<file path="src/hdl/dhd_pkg.sv">
// ----------------------------------------------------------------------------
// Dip hit detector package
// Shared constants, register indexes and control types for the detector.
// ----------------------------------------------------------------------------
package dhd_pkg;

	localparam int HISTORY_DEPTH = 16;
	localparam int POSITION_BITS = 11;

	localparam int REG_W = 5;
	localparam logic [REG_W-1:0] MIN_SAMPLES_RESET = 5'd8;
	localparam logic [REG_W-1:0] MAX_SAMPLES_RESET = 5'd15;

	localparam int CFG_INDEX_W = 1;
	localparam logic [CFG_INDEX_W-1:0] REG_MIN_SAMPLES = 1'b0;
	localparam logic [CFG_INDEX_W-1:0] REG_MAX_SAMPLES = 1'b1;

	localparam int HELD_W = 5;
	localparam int OUT_DATA_W = 8;

	// count / 3 as (count * 171) >> 9, exact for counts below 512
	localparam int DIV3_MUL = 171;
	localparam int DIV3_MUL_W = 8;
	localparam int DIV3_SHIFT = 9;

	localparam logic [1:0] PART_FIRST = 2'd0;
	localparam logic [1:0] PART_MID = 2'd1;
	localparam logic [1:0] PART_LAST = 2'd2;

	typedef struct packed {
		logic clr;
		logic add;
		logic [1:0] sel;
	} sum_ctrl_t;

endpackage

</file>
<file path="src/hdl/dhd_hist_mem.sv">
// ----------------------------------------------------------------------------
// Dip hit detector history memory
// Circular sample store with one write port and one registered read port.
// ----------------------------------------------------------------------------
module dhd_hist_mem #(
	parameter int DEPTH = dhd_pkg::HISTORY_DEPTH,
	parameter int POS_W = dhd_pkg::POSITION_BITS
) (
	input  logic                     clk,
	input  logic                     we,
	input  logic [$clog2(DEPTH)-1:0] waddr,
	input  logic [POS_W-1:0]         wdata,
	input  logic [$clog2(DEPTH)-1:0] raddr,
	output logic [POS_W-1:0]         rdata
);
	import dhd_pkg::*;

	logic [POS_W-1:0] mem [DEPTH];
	logic [POS_W-1:0] rdata_q;

	always_ff @(posedge clk) begin
		if (we) begin
			mem[waddr] <= wdata;
		end
	end

	always_ff @(posedge clk) begin
		rdata_q <= mem[raddr];
	end

	assign rdata = rdata_q;

endmodule

</file>
<file path="src/hdl/dhd_sum_unit.sv">
// ----------------------------------------------------------------------------
// Dip hit detector sum unit
// One shared adder accumulating the three partition sums, plus the dip test.
// ----------------------------------------------------------------------------
module dhd_sum_unit #(
	parameter int DEPTH = dhd_pkg::HISTORY_DEPTH,
	parameter int POS_W = dhd_pkg::POSITION_BITS
) (
	input  logic                clk,
	input  dhd_pkg::sum_ctrl_t  ctrl,
	input  logic [POS_W-1:0]    data,
	output logic                dip
);
	import dhd_pkg::*;

	localparam int SUM_W = POS_W + $clog2(DEPTH);

	logic [SUM_W-1:0] first_q;
	logic [SUM_W-1:0] mid_q;
	logic [SUM_W-1:0] last_q;
	logic [SUM_W-1:0] operand;
	logic [SUM_W-1:0] result;

	always_comb begin
		case (ctrl.sel)
			PART_FIRST: operand = first_q;
			PART_MID:   operand = mid_q;
			default:    operand = last_q;
		endcase
	end

	assign result = operand + SUM_W'(data);

	always_ff @(posedge clk) begin
		if (ctrl.clr) begin
			first_q <= '0;
			mid_q   <= '0;
			last_q  <= '0;
		end else if (ctrl.add) begin
			case (ctrl.sel)
				PART_FIRST: first_q <= result;
				PART_MID:   mid_q   <= result;
				default:    last_q  <= result;
			endcase
		end
	end

	assign dip = (last_q > mid_q) && (first_q > mid_q);

endmodule

</file>
<file path="src/hdl/window_dip_hit_detector.sv">
// ----------------------------------------------------------------------------
// Window dip hit detector
// Keeps a short history of tracked positions and reports a dip per sample.
// ----------------------------------------------------------------------------
// Input stream s_*: one request per video frame, position in s_tdata.
// Output stream m_*: one result per request, hit flag and samples held.
// Configuration: cfg_we writes min_samples (index 0) or max_samples
// (index 1) from cfg_data; write only while no request is in flight.
// A request is taken only when the block is idle; it then stores the
// sample, drops the oldest one if more than max_samples are held, splits
// the held samples (count, up to HISTORY_DEPTH after trimming) into three
// parts, sums them through the single memory read port and the shared
// adder, compares, and holds the result in the output register. Below
// min_samples an item goes from storing straight to the output register.
// While m_tready is low the result is held and s_tready stays low.
// Reset empties the history and loads min_samples = 8, max_samples = 15.
// ----------------------------------------------------------------------------
module window_dip_hit_detector #(
	parameter int HISTORY_DEPTH = dhd_pkg::HISTORY_DEPTH,
	parameter int POSITION_BITS = dhd_pkg::POSITION_BITS
) (
	input  logic                                  clk,
	input  logic                                  arst_n,
	input  logic                                  s_tvalid,
	output logic                                  s_tready,
	input  logic [((POSITION_BITS+7)/8)*8-1:0]    s_tdata,  // position
	output logic                                  m_tvalid,
	input  logic                                  m_tready,
	output logic [dhd_pkg::OUT_DATA_W-1:0]        m_tdata,  // hit, samples_held
	input  logic                                  cfg_we,
	input  logic [dhd_pkg::CFG_INDEX_W-1:0]       cfg_index,
	input  logic [dhd_pkg::REG_W-1:0]             cfg_data
);
	import dhd_pkg::*;

	localparam int PTR_W = $clog2(HISTORY_DEPTH);
	localparam int CNT_W = $clog2(HISTORY_DEPTH + 1);
	localparam int CMP_W = (CNT_W > REG_W) ? CNT_W : REG_W;
	localparam int PROD_W = CNT_W + DIV3_MUL_W;

	localparam logic [2:0] S_IDLE = 3'd0;
	localparam logic [2:0] S_EVAL = 3'd1;
	localparam logic [2:0] S_DIV  = 3'd2;
	localparam logic [2:0] S_SUM  = 3'd3;
	localparam logic [2:0] S_CMP  = 3'd4;
	localparam logic [2:0] S_OUT  = 3'd5;

	logic [2:0]         state_q;
	logic [REG_W-1:0]   min_q;
	logic [REG_W-1:0]   max_q;
	logic [PTR_W-1:0]   head_q;
	logic [CNT_W-1:0]   count_q;
	logic [CNT_W-1:0]   part_q;
	logic [CNT_W-1:0]   part2_q;
	logic [CNT_W-1:0]   rd_cnt_q;
	logic [PTR_W-1:0]   rd_ptr_q;
	logic               hit_q;
	logic               rd_valid_s1;
	logic [1:0]         sel_s1;

	logic               accept;
	logic               full;
	logic [PTR_W-1:0]   head_inc;
	logic [PTR_W-1:0]   head_ins;
	logic [CNT_W-1:0]   count_ins;
	logic [CNT_W:0]     waddr_sum;
	logic [PTR_W-1:0]   waddr;
	logic [CNT_W:0]     drop_sum;
	logic [PTR_W-1:0]   head_drop;
	logic [PTR_W-1:0]   rd_ptr_inc;
	logic [PROD_W-1:0]  div_prod;
	logic [CNT_W-1:0]   part_d;
	logic               issue;
	logic [1:0]         sel_d;
	logic [POSITION_BITS-1:0] rdata;
	logic               dip;
	sum_ctrl_t          sum_ctrl;

	assign accept = s_tvalid && s_tready;
	assign full = (count_q == CNT_W'(HISTORY_DEPTH));
	assign head_inc = (head_q == PTR_W'(HISTORY_DEPTH - 1)) ? '0 : head_q + 1'b1;
	assign head_ins = full ? head_inc : head_q;
	assign count_ins = full ? count_q - 1'b1 : count_q;

	always_comb begin
		waddr_sum = (CNT_W+1)'(head_ins) + (CNT_W+1)'(count_ins);
		if (waddr_sum >= (CNT_W+1)'(HISTORY_DEPTH)) begin
			waddr_sum = waddr_sum - (CNT_W+1)'(HISTORY_DEPTH);
		end
		drop_sum = (CNT_W+1)'(head_q) + (CNT_W+1)'(part2_q);
		if (drop_sum >= (CNT_W+1)'(HISTORY_DEPTH)) begin
			drop_sum = drop_sum - (CNT_W+1)'(HISTORY_DEPTH);
		end
	end

	assign waddr = PTR_W'(waddr_sum);
	assign head_drop = PTR_W'(drop_sum);
	assign rd_ptr_inc = (rd_ptr_q == PTR_W'(HISTORY_DEPTH - 1)) ? '0 : rd_ptr_q + 1'b1;

	assign div_prod = PROD_W'(count_q) * PROD_W'(DIV3_MUL);
	assign part_d = CNT_W'(div_prod >> DIV3_SHIFT);

	assign issue = (state_q == S_SUM) && (rd_cnt_q != count_q);

	always_comb begin
		if (rd_cnt_q < part_q) begin
			sel_d = PART_FIRST;
		end else if (rd_cnt_q < part2_q) begin
			sel_d = PART_MID;
		end else begin
			sel_d = PART_LAST;
		end
	end

	assign sum_ctrl.clr = (state_q == S_DIV);
	assign sum_ctrl.add = rd_valid_s1;
	assign sum_ctrl.sel = sel_s1;

	dhd_hist_mem #(
		.DEPTH(HISTORY_DEPTH),
		.POS_W(POSITION_BITS)
	) u_mem (
		.clk   (clk),
		.we    (accept),
		.waddr (waddr),
		.wdata (s_tdata[POSITION_BITS-1:0]),
		.raddr (rd_ptr_q),
		.rdata (rdata)
	);

	dhd_sum_unit #(
		.DEPTH(HISTORY_DEPTH),
		.POS_W(POSITION_BITS)
	) u_sum (
		.clk  (clk),
		.ctrl (sum_ctrl),
		.data (rdata),
		.dip  (dip)
	);

	always_ff @(posedge clk or negedge arst_n) begin
		if (!arst_n) begin
			min_q <= MIN_SAMPLES_RESET;
			max_q <= MAX_SAMPLES_RESET;
		end else if (cfg_we) begin
			case (cfg_index)
				REG_MIN_SAMPLES: min_q <= cfg_data;
				REG_MAX_SAMPLES: max_q <= cfg_data;
				default: ;
			endcase
		end
	end

	always_ff @(posedge clk or negedge arst_n) begin
		if (!arst_n) begin
			state_q     <= S_IDLE;
			head_q      <= '0;
			count_q     <= '0;
			part_q      <= '0;
			part2_q     <= '0;
			rd_cnt_q    <= '0;
			rd_ptr_q    <= '0;
			hit_q       <= 1'b0;
			rd_valid_s1 <= 1'b0;
			sel_s1      <= PART_FIRST;
		end else begin
			rd_valid_s1 <= issue;
			sel_s1      <= sel_d;
			case (state_q)
				S_IDLE: begin
					if (accept) begin
						head_q  <= head_ins;
						count_q <= count_ins + 1'b1;
						state_q <= S_EVAL;
					end
				end
				S_EVAL: begin
					if (CMP_W'(count_q) >= CMP_W'(min_q)) begin
						if (CMP_W'(count_q) > CMP_W'(max_q)) begin
							head_q  <= head_inc;
							count_q <= count_q - 1'b1;
						end
						state_q <= S_DIV;
					end else begin
						hit_q   <= 1'b0;
						state_q <= S_OUT;
					end
				end
				S_DIV: begin
					part_q   <= part_d;
					part2_q  <= CNT_W'({part_d, 1'b0});
					rd_cnt_q <= '0;
					rd_ptr_q <= head_q;
					state_q  <= S_SUM;
				end
				S_SUM: begin
					if (issue) begin
						rd_cnt_q <= rd_cnt_q + 1'b1;
						rd_ptr_q <= rd_ptr_inc;
					end else if (!rd_valid_s1) begin
						state_q <= S_CMP;
					end
				end
				S_CMP: begin
					hit_q <= dip;
					if (dip) begin
						head_q  <= head_drop;
						count_q <= count_q - part2_q;
					end
					state_q <= S_OUT;
				end
				S_OUT: begin
					if (m_tready) begin
						state_q <= S_IDLE;
					end
				end
				default: state_q <= S_IDLE;
			endcase
		end
	end

	assign s_tready = (state_q == S_IDLE);
	assign m_tvalid = (state_q == S_OUT);
	assign m_tdata = OUT_DATA_W'({HELD_W'(count_q), hit_q});

	a_count_bound: assert property (@(posedge clk) disable iff (!arst_n)
		count_q <= CNT_W'(HISTORY_DEPTH))
		else $error("history count above depth");

	a_head_bound: assert property (@(posedge clk) disable iff (!arst_n)
		head_q <= PTR_W'(HISTORY_DEPTH - 1))
		else $error("head pointer out of range");

	a_store_count: assert property (@(posedge clk) disable iff (!arst_n)
		accept |=> (count_q != '0) && (state_q == S_EVAL))
		else $error("stored sample not counted");

	a_read_in_sum: assert property (@(posedge clk) disable iff (!arst_n)
		rd_valid_s1 |-> (state_q == S_SUM))
		else $error("memory read outside summing");

	a_dip_needs_part: assert property (@(posedge clk) disable iff (!arst_n)
		(state_q == S_CMP) && dip |-> (part_q != '0) && (part2_q <= count_q))
		else $error("dip reported with empty partition");

endmodule

</file>
<file path="config.mk">
export PLATFORM = sky130hd
export DESIGN_NAME = window_dip_hit_detector
export DESIGN_NICKNAME = d
export VERILOG_FILES = /design/src/hdl/dhd_pkg.sv /design/src/hdl/dhd_hist_mem.sv /design/src/hdl/dhd_sum_unit.sv /design/src/hdl/window_dip_hit_detector.sv
export SDC_FILE = /design/constraint.sdc
export NUM_CORES = 1
export LEC_CHECK = 0
export ABC_AREA = 1
export BUFFER_PORTS_ARGS = -buffer_cell sky130_fd_sc_hd__buf_2
export CORE_ASPECT_RATIO = 1.1
export CORE_MARGIN = 2
export CORE_UTILIZATION = 55
export CTS_CLUSTER_DIAMETER = 30
export DETAILED_ROUTE_END_ITERATION = 10
export GPL_ROUTABILITY_DRIVEN = 0
export PLACE_DENSITY = 0.72
export SYNTH_ARGS = -nofsm -noshare
export SYNTH_HDL_FRONTEND = slang
export SYNTH_HIERARCHICAL = 1
export SYNTH_SLANG_ARGS = --single-unit
</file>
<file path="constraint.sdc">
create_clock -name clk -period 6.2 [get_ports clk]
set_clock_uncertainty 0.1 [all_clocks]
set_input_delay 0.31 -clock clk [delete_from_list [all_inputs] [get_ports clk]]
set_output_delay 0.31 -clock clk [all_outputs]
set_load 0.05 [all_outputs]
</file>
==> results of run 1 <==
==> kinds of logic (layout without fill, tap and decap cells) <==
group | after synthesis | in the layout | synth area share, %
compound gates | 189 | 189 | 7.00
other cells | 1 | 2 | 0.0253
xor+xnor | 20 | 20 | 1.18
flops | 271 | 271 | 49.9
simple gates | 786 | 786 | 22.9
buf+inv | 371 | 461 | 10.2
fa+ha+maj | 98 | 98 | 8.74
==> cell type report <==
class	count	area [µm²]	area share (%)
sequential	271	7390	43.1
clock buffer	66	1440	8.38
multi-input combinational	1095	5900	34.4
inverter	317	1200	6.98
timing repair buffer	40	245	1.43
tap	352	440	2.57
clock inverter	38	537	3.13
==> registers in the layout, indices dropped and copies added, names as in the netlist <==
| signal | count |
|---|---|
| u_mem/mem | 176 |
| u_sum/first_q | 15 |
| u_sum/last_q | 15 |
| u_sum/mid_q | 15 |
| u_mem/rdata | 11 |
| count_q | 5 |
| max_q | 5 |
| min_q | 5 |
| rd_cnt_q | 5 |
| head_q | 4 |
| part2_q | 4 |
| rd_ptr_q | 4 |
| state_q | 3 |
| sel_s1 | 2 |
| hit_q | 1 |
| rd_valid_s1 | 1 |
==> cells in the final DEF (no fill, tap or decap), types with 9 or more instances in the layout <==
cell type	synthesis	layout
ha_1	89	89
clkbuf_1	13	9
clkbuf_16	0	55
o21ai_0	68	68
nand2_1	451	451
inv_2	11	11
nor3_1	9	9
o22ai_1	15	15
nor2_1	93	93
dfxtp_1	56	56
bufinv_16	0	10
xor2_1	17	17
a21oi_1	70	70
edfxtp_1	176	176
o21ai_1	9	9
nand3_1	188	188
buf_2	20	29
dfrtp_1	34	33
fa_1	9	9
nand4_1	9	9
inv_1	303	303
==> through the flow <==
stage | setup WS, ns | hold slack [ns] | area [µm²] | total power (µW)
finish | 1.82 | 0.0460 | 17100 | 10600
global route | 1.52 | 0.0374 | 17100 | 11300
CTS | 1.87 | 0.0253 | 17100 | 10600
detailed placement | 1.91 | 0.371 | 15100 | 7410
global placement | 2.04 | 0.369 | 15100 | 7270
floorplan | 2.44 | -0.0856 | 14800 | 6200
==> path summary, 6_finish.rpt <==
| check | slack [ns] | cells after the start | end |
|---|---|---|---|
| worst min-delay path | 0.05 | 1 | u_mem/mem[7][5] |
| max in group asynchronous | 5.11 | 2 | rd_ptr_q[0] |
| worst min register to register | 0.38 | 2 | min_q[1] |
| worst max register to register | 1.82 | 13 | u_mem/mem[4][9] |
| worst max-delay path | 1.82 | 13 | u_mem/mem[4][9] |
| min in group asynchronous | 0.30 | 2 | rd_cnt_q[2] |
==> metal layers <==
layer  vias to the layer above  wire [µm]  track usage (%)
met2                       405      17500             44.7
met1                      5467      14100             30.2
met4                         0       1280             11.3
met5                         -          0                0
met3                        94       2150             3.76
li1                       5725          -                -
==> critical path, delay by kind of cell, from the launching register on <==
kind / cells / cell delay, ns
AOI/OAI and AO/OA: 2 / 0.63
and+or+nand+nor: 7 / 1.71
adders and majority gates: 2 / 0.63
DFF: 1 / 0.54
buffers and inverters: 2 / 0.37
==> power breakdown <==
group | total (µW) | switching, µW | internal [µW]
clock | 3070 | 983 | 2080
combinational | 4910 | 3330 | 1580
sequential | 2600 | 282 | 2320
total | 10600 | 4590 | 5990
==> results.json, run 1 <==
{
  "clockRootBuffer": "clkbuf_16",
  "timing.final.crit_share_pct": 70.6,
  "outcome": "finished clean",
  "synthArstFlopShare_pct": 14.4,
  "yosysWarningCount": 6,
  "place_inst": 2068,
  "ys_types": 49,
  "clk_latency_ns": 0.57,
  "synth_edf_count": 176,
  "netlist_area_um2": 14800,
  "die_x_um": 160,
  "instances_no_fill": 2179,
  "viasPerCell": 5.37,
  "hold_start": "s_tdata[5]",
  "cp-start-kind": "flop",
  "hold_viol_final": 0,
  "r2r_start": "count_q[2]",
  "wl_um": 35100,
  "synth.most_common_cell": "nand2_1",
  "area_delta_synth_final_pct": 15.9,
  "core_um2": 26300,
  "cts_tree": "built",
  "final_nets": 1905,
  "ant_nets": 0,
  "drt_iter0_drc": 926,
  "postSynthAreaPerCell_um2": 8.53,
  "setup_viol": 0,
  "grt_pass1_vias": 11500,
  "cts_resized": 0,
  "worstPathRequired_ns": 6.26,
  "cp_common_cell": "nand2_1",
  "grt_pass1_wl_um": 56200,
  "yosys_register_bits": 271,
  "drv_slew": 0,
  "synth_top_cell_area_share_pct": 35.7,
  "drtPass1Iterations": 5,
  "fill_cells": 2048,
  "setup_tns_ns": 0,
  "wl_per_cell_um": 16.1,
  "drive_gt1_share_pct": 9.63,
  "synth_top_cell_by_area": "edfxtp_1",
  "place_hpwl_um": 22100,
  "end_kind": "flop",
  "synth_cells": 1736,
  "fmaxAchievable_mhz": 228,
  "powerDensity_nw_per_um2": 617,
  "vdd_drop_max_uv": 365,
  "cts_num_sinks": 271,
  "dieArea_um2": 28200,
  "synth_common_cells": "nand2_1, inv_1, nand3_1",
  "die_h_um": 176,
  "drc": 0,
  "clockBufferDepth": 3,
  "diodes": 0,
  "antenna_found_initial": 0,
  "path_cells": "inv_1, ha_1, nand3_2, o31ai_1, ha_1, nand2_1, nand2_1, a31oi_1, inv_1, nand2_1, nand2_1, nand3b_1, nor2_1",
  "rsz0062_at_grt": "no",
  "ioPinCount": 37,
  "rows": 62,
  "period_minus_slack_ns": 4.38,
  "cts_setup_buffers": 0,
  "synth-main-ff-cell": "edfxtp_1",
  "hold_path.class": "primary input to flop",
  "tightest_slew_ns": 1.12,
  "fin_util_pct": 65.2,
  "cp-startpoint": "count_q[2]",
  "worst-endpoint-arrival_ns": 4.44,
  "io_buffers": 29,
  "initial_core_util_pct": 56.3,
  "synth.area.top_cells": "edfxtp_1, nand2_1, inv_1",
  "htreeDepth": 2,
  "vias": 11700,
  "cp_max_fo": 12,
  "maxCapViolCount": 0,
  "ctsHoldBuffers": 7,
  "clk_pin_slew_ns": 0.05,
  "slowest_stage": "nor2_1",
  "p_leak_uw": 0.00817,
  "timing.slew.headroom_pct": 25.2,
  "grt_max_degree": 89,
  "grt-ovfl-total": 0,
  "cts_buffers": 55,
  "path_class": "flop to flop",
  "seq_area_frac_synth_pct": 49.9,
  "gr-usage-all-layers_pct": 25.1,
  "cpPeakStageDelay_ns": 0.87
}
Note: power is estimated with default switching activity, not from simulation.
==> inputs of run 2 (changes only) <==
==> constraint.sdc (replaced) <==
create_clock -name clk -period 4.22 [get_ports clk]
set_clock_uncertainty 0.1 [all_clocks]
set_input_delay 0.211 -clock clk [delete_from_list [all_inputs] [get_ports clk]]
set_output_delay 0.211 -clock clk [all_outputs]
set_load 0.05 [all_outputs]
==> results.json, run 2 (synthesized netlist as in run 1, its figures left out) <==
{
  "outcome": "finished clean",
  "period_minus_slack_ns": 3.38,
  "clk_pin_slew_ns": 0.04,
  "rows": 62,
  "final_common_cell": "nand2_1",
  "cts_buffers": 53,
  "path_cells": "ha_1, inv_1, fa_1, fa_1, inv_1, ha_1, nand2_1, nor2_1, a211oi_1, nand2_1, or2_2, nand3_1, o21ai_0",
  "place_hpwl_um": 22800,
  "rsz0062_at_grt": "no",
  "cpPeakStageDelay_ns": 0.68,
  "io_buffers": 29,
  "drt_iter0_drc": 951,
  "diodes": 0,
  "vias": 11900,
  "grt_max_degree": 89,
  "ant_nets": 0,
  "hold_viol_final": 0,
  "cts_num_sinks": 271,
  "wl_per_cell_um": 16.1,
  "p_leak_uw": 0.00827,
  "timing.slew.headroom_pct": 37.1,
  "largest_reg_flops": 176,
  "gr-usage-all-layers_pct": 25.6,
  "cts_tree": "built",
  "maxCapViolCount": 0,
  "place_inst": 2090,
  "final_nets": 1938,
  "fmaxAchievable_mhz": 296,
  "drive_gt1_share_pct": 10.8,
  "cp-start-kind": "flop",
  "drv_slew": 0,
  "clockRootBuffer": "clkbuf_16",
  "clk_latency_ns": 0.57,
  "vdd_drop_max_uv": 465,
  "setup_tns_ns": 0,
  "viasPerCell": 5.37,
  "pwr-share-clk_pct": 27.1,
  "antenna_found_initial": 0,
  "cp_max_fo": 13,
  "die_x_um": 160,
  "slowest_stage": "dfrtp_1",
  "clockBufferDepth": 3,
  "postPlaceCellArea_um2": 15300,
  "timing.final.crit_share_pct": 80.1,
  "grt_pass1_wl_um": 57900,
  "hold_path.class": "primary input to flop",
  "powerDensity_nw_per_um2": 882,
  "fin_area_um2": 17300,
  "drc": 0,
  "p_int_uw": 8450,
  "instances_no_fill": 2209,
  "tightest_slew_ns": 0.944,
  "cp_num_buf_inv": 2,
  "share_comb_of_total_power_pct": 48.1,
  "die_h_um": 176,
  "top_register": "u_mem/mem",
  "ioPinCount": 37,
  "grt_pass1_vias": 11800,
  "fin_util_pct": 65.8,
  "htreeDepth": 2,
  "area_delta_synth_final_pct": 16.8,
  "seqPwrFrac_pct": 24.8,
  "finalPower_uw": 15300,
  "drtPass1Iterations": 6,
  "grt-ovfl-total": 0,
  "initial_core_util_pct": 56.3,
  "worst-endpoint-arrival_ns": 3.66,
  "wl_um": 35500,
  "worstPathRequired_ns": 4.50,
  "end_kind": "flop",
  "p_sw_uw": 6810,
  "setup_viol": 0,
  "path_class": "flop to flop",
  "final_cell_mix": "nand2_1, inv_1, nand3_1",
  "switching_share_pct": 44.6,
  "core_um2": 26300,
  "dieArea_um2": 28200,
  "critical-path-top-delay-family": "adder cells"
}
## run 2: tightest hold or removal path: stages
cell	delay [ns]
buf_2	0.09
nand2_1	0.17
nand2_1	0.10
o21ai_0	0.07
## run 2: path summary, 6_finish.rpt
| check | from | slack (ns) | endpoint | cells after the start |
|---|---|---|---|---|
| setup reg to reg | count_q[4] | 0.84 | part2_q[1] | 13 |
| max in group asynchronous | arst_n | 3.18 | rd_ptr_q[0] | 2 |
| setup / recovery | count_q[4] | 0.84 | part2_q[1] | 13 |
| hold / removal | cfg_index | 0.02 | max_q[3] | 4 |
| min in group asynchronous | arst_n | 0.21 | rd_valid_s1 | 2 |
| hold reg to reg | u_sum/last_q[0] | 0.38 | u_sum/last_q[0] | 2 |
## run 2: per-stage QoR
step	setup slack [ns]	hold slack [ns]
after detailed placement	0.871	0.280
after global routing	0.560	0.0786
after floorplan	0.463	-0.185
final	0.839	0.0221
after global placement	0.912	0.275
after CTS	0.857	0.00491
## run 2: layout make-up
type,count,area (µm²)
clock inverters,41,445
clock buffers,58,1380
flip-flops and latches,271,7390
well taps,352,440
inverters,317,1200
repair buffers,75,541
fillers,2029,9010
multi-input cells,1095,5900
## run 2: what timing repair did
item | 4_1_cts | 5_1_grt
gates resized for setup | 0 | 0
hold buffers | 20 | 0
buffers inserted | 0 | 0
endpoints found under the hold margin | 207 | 0
## run 2: power groups by stage
stage | sequential [µW] | combinational (µW) | clock (µW)
floorplan | 3770 | 5340 | 0
global route | 3840 | 8230 | 4320
CTS | 3780 | 7240 | 4190
global placement | 3800 | 6960 | 0
finish | 3780 | 7340 | 4130
detailed placement | 3820 | 7130 | 0
## run 2: routing by layer
layer / part of all wire, % / up-vias / track usage, %
met5: 0 / - / 0
met2: 50 / 436 / 45.6
met1: 40 / 5534 / 30.3
li1: - / 5793 / -
met4: 3.6 / 0 / 11.1
met3: 6.5 / 105 / 4.75
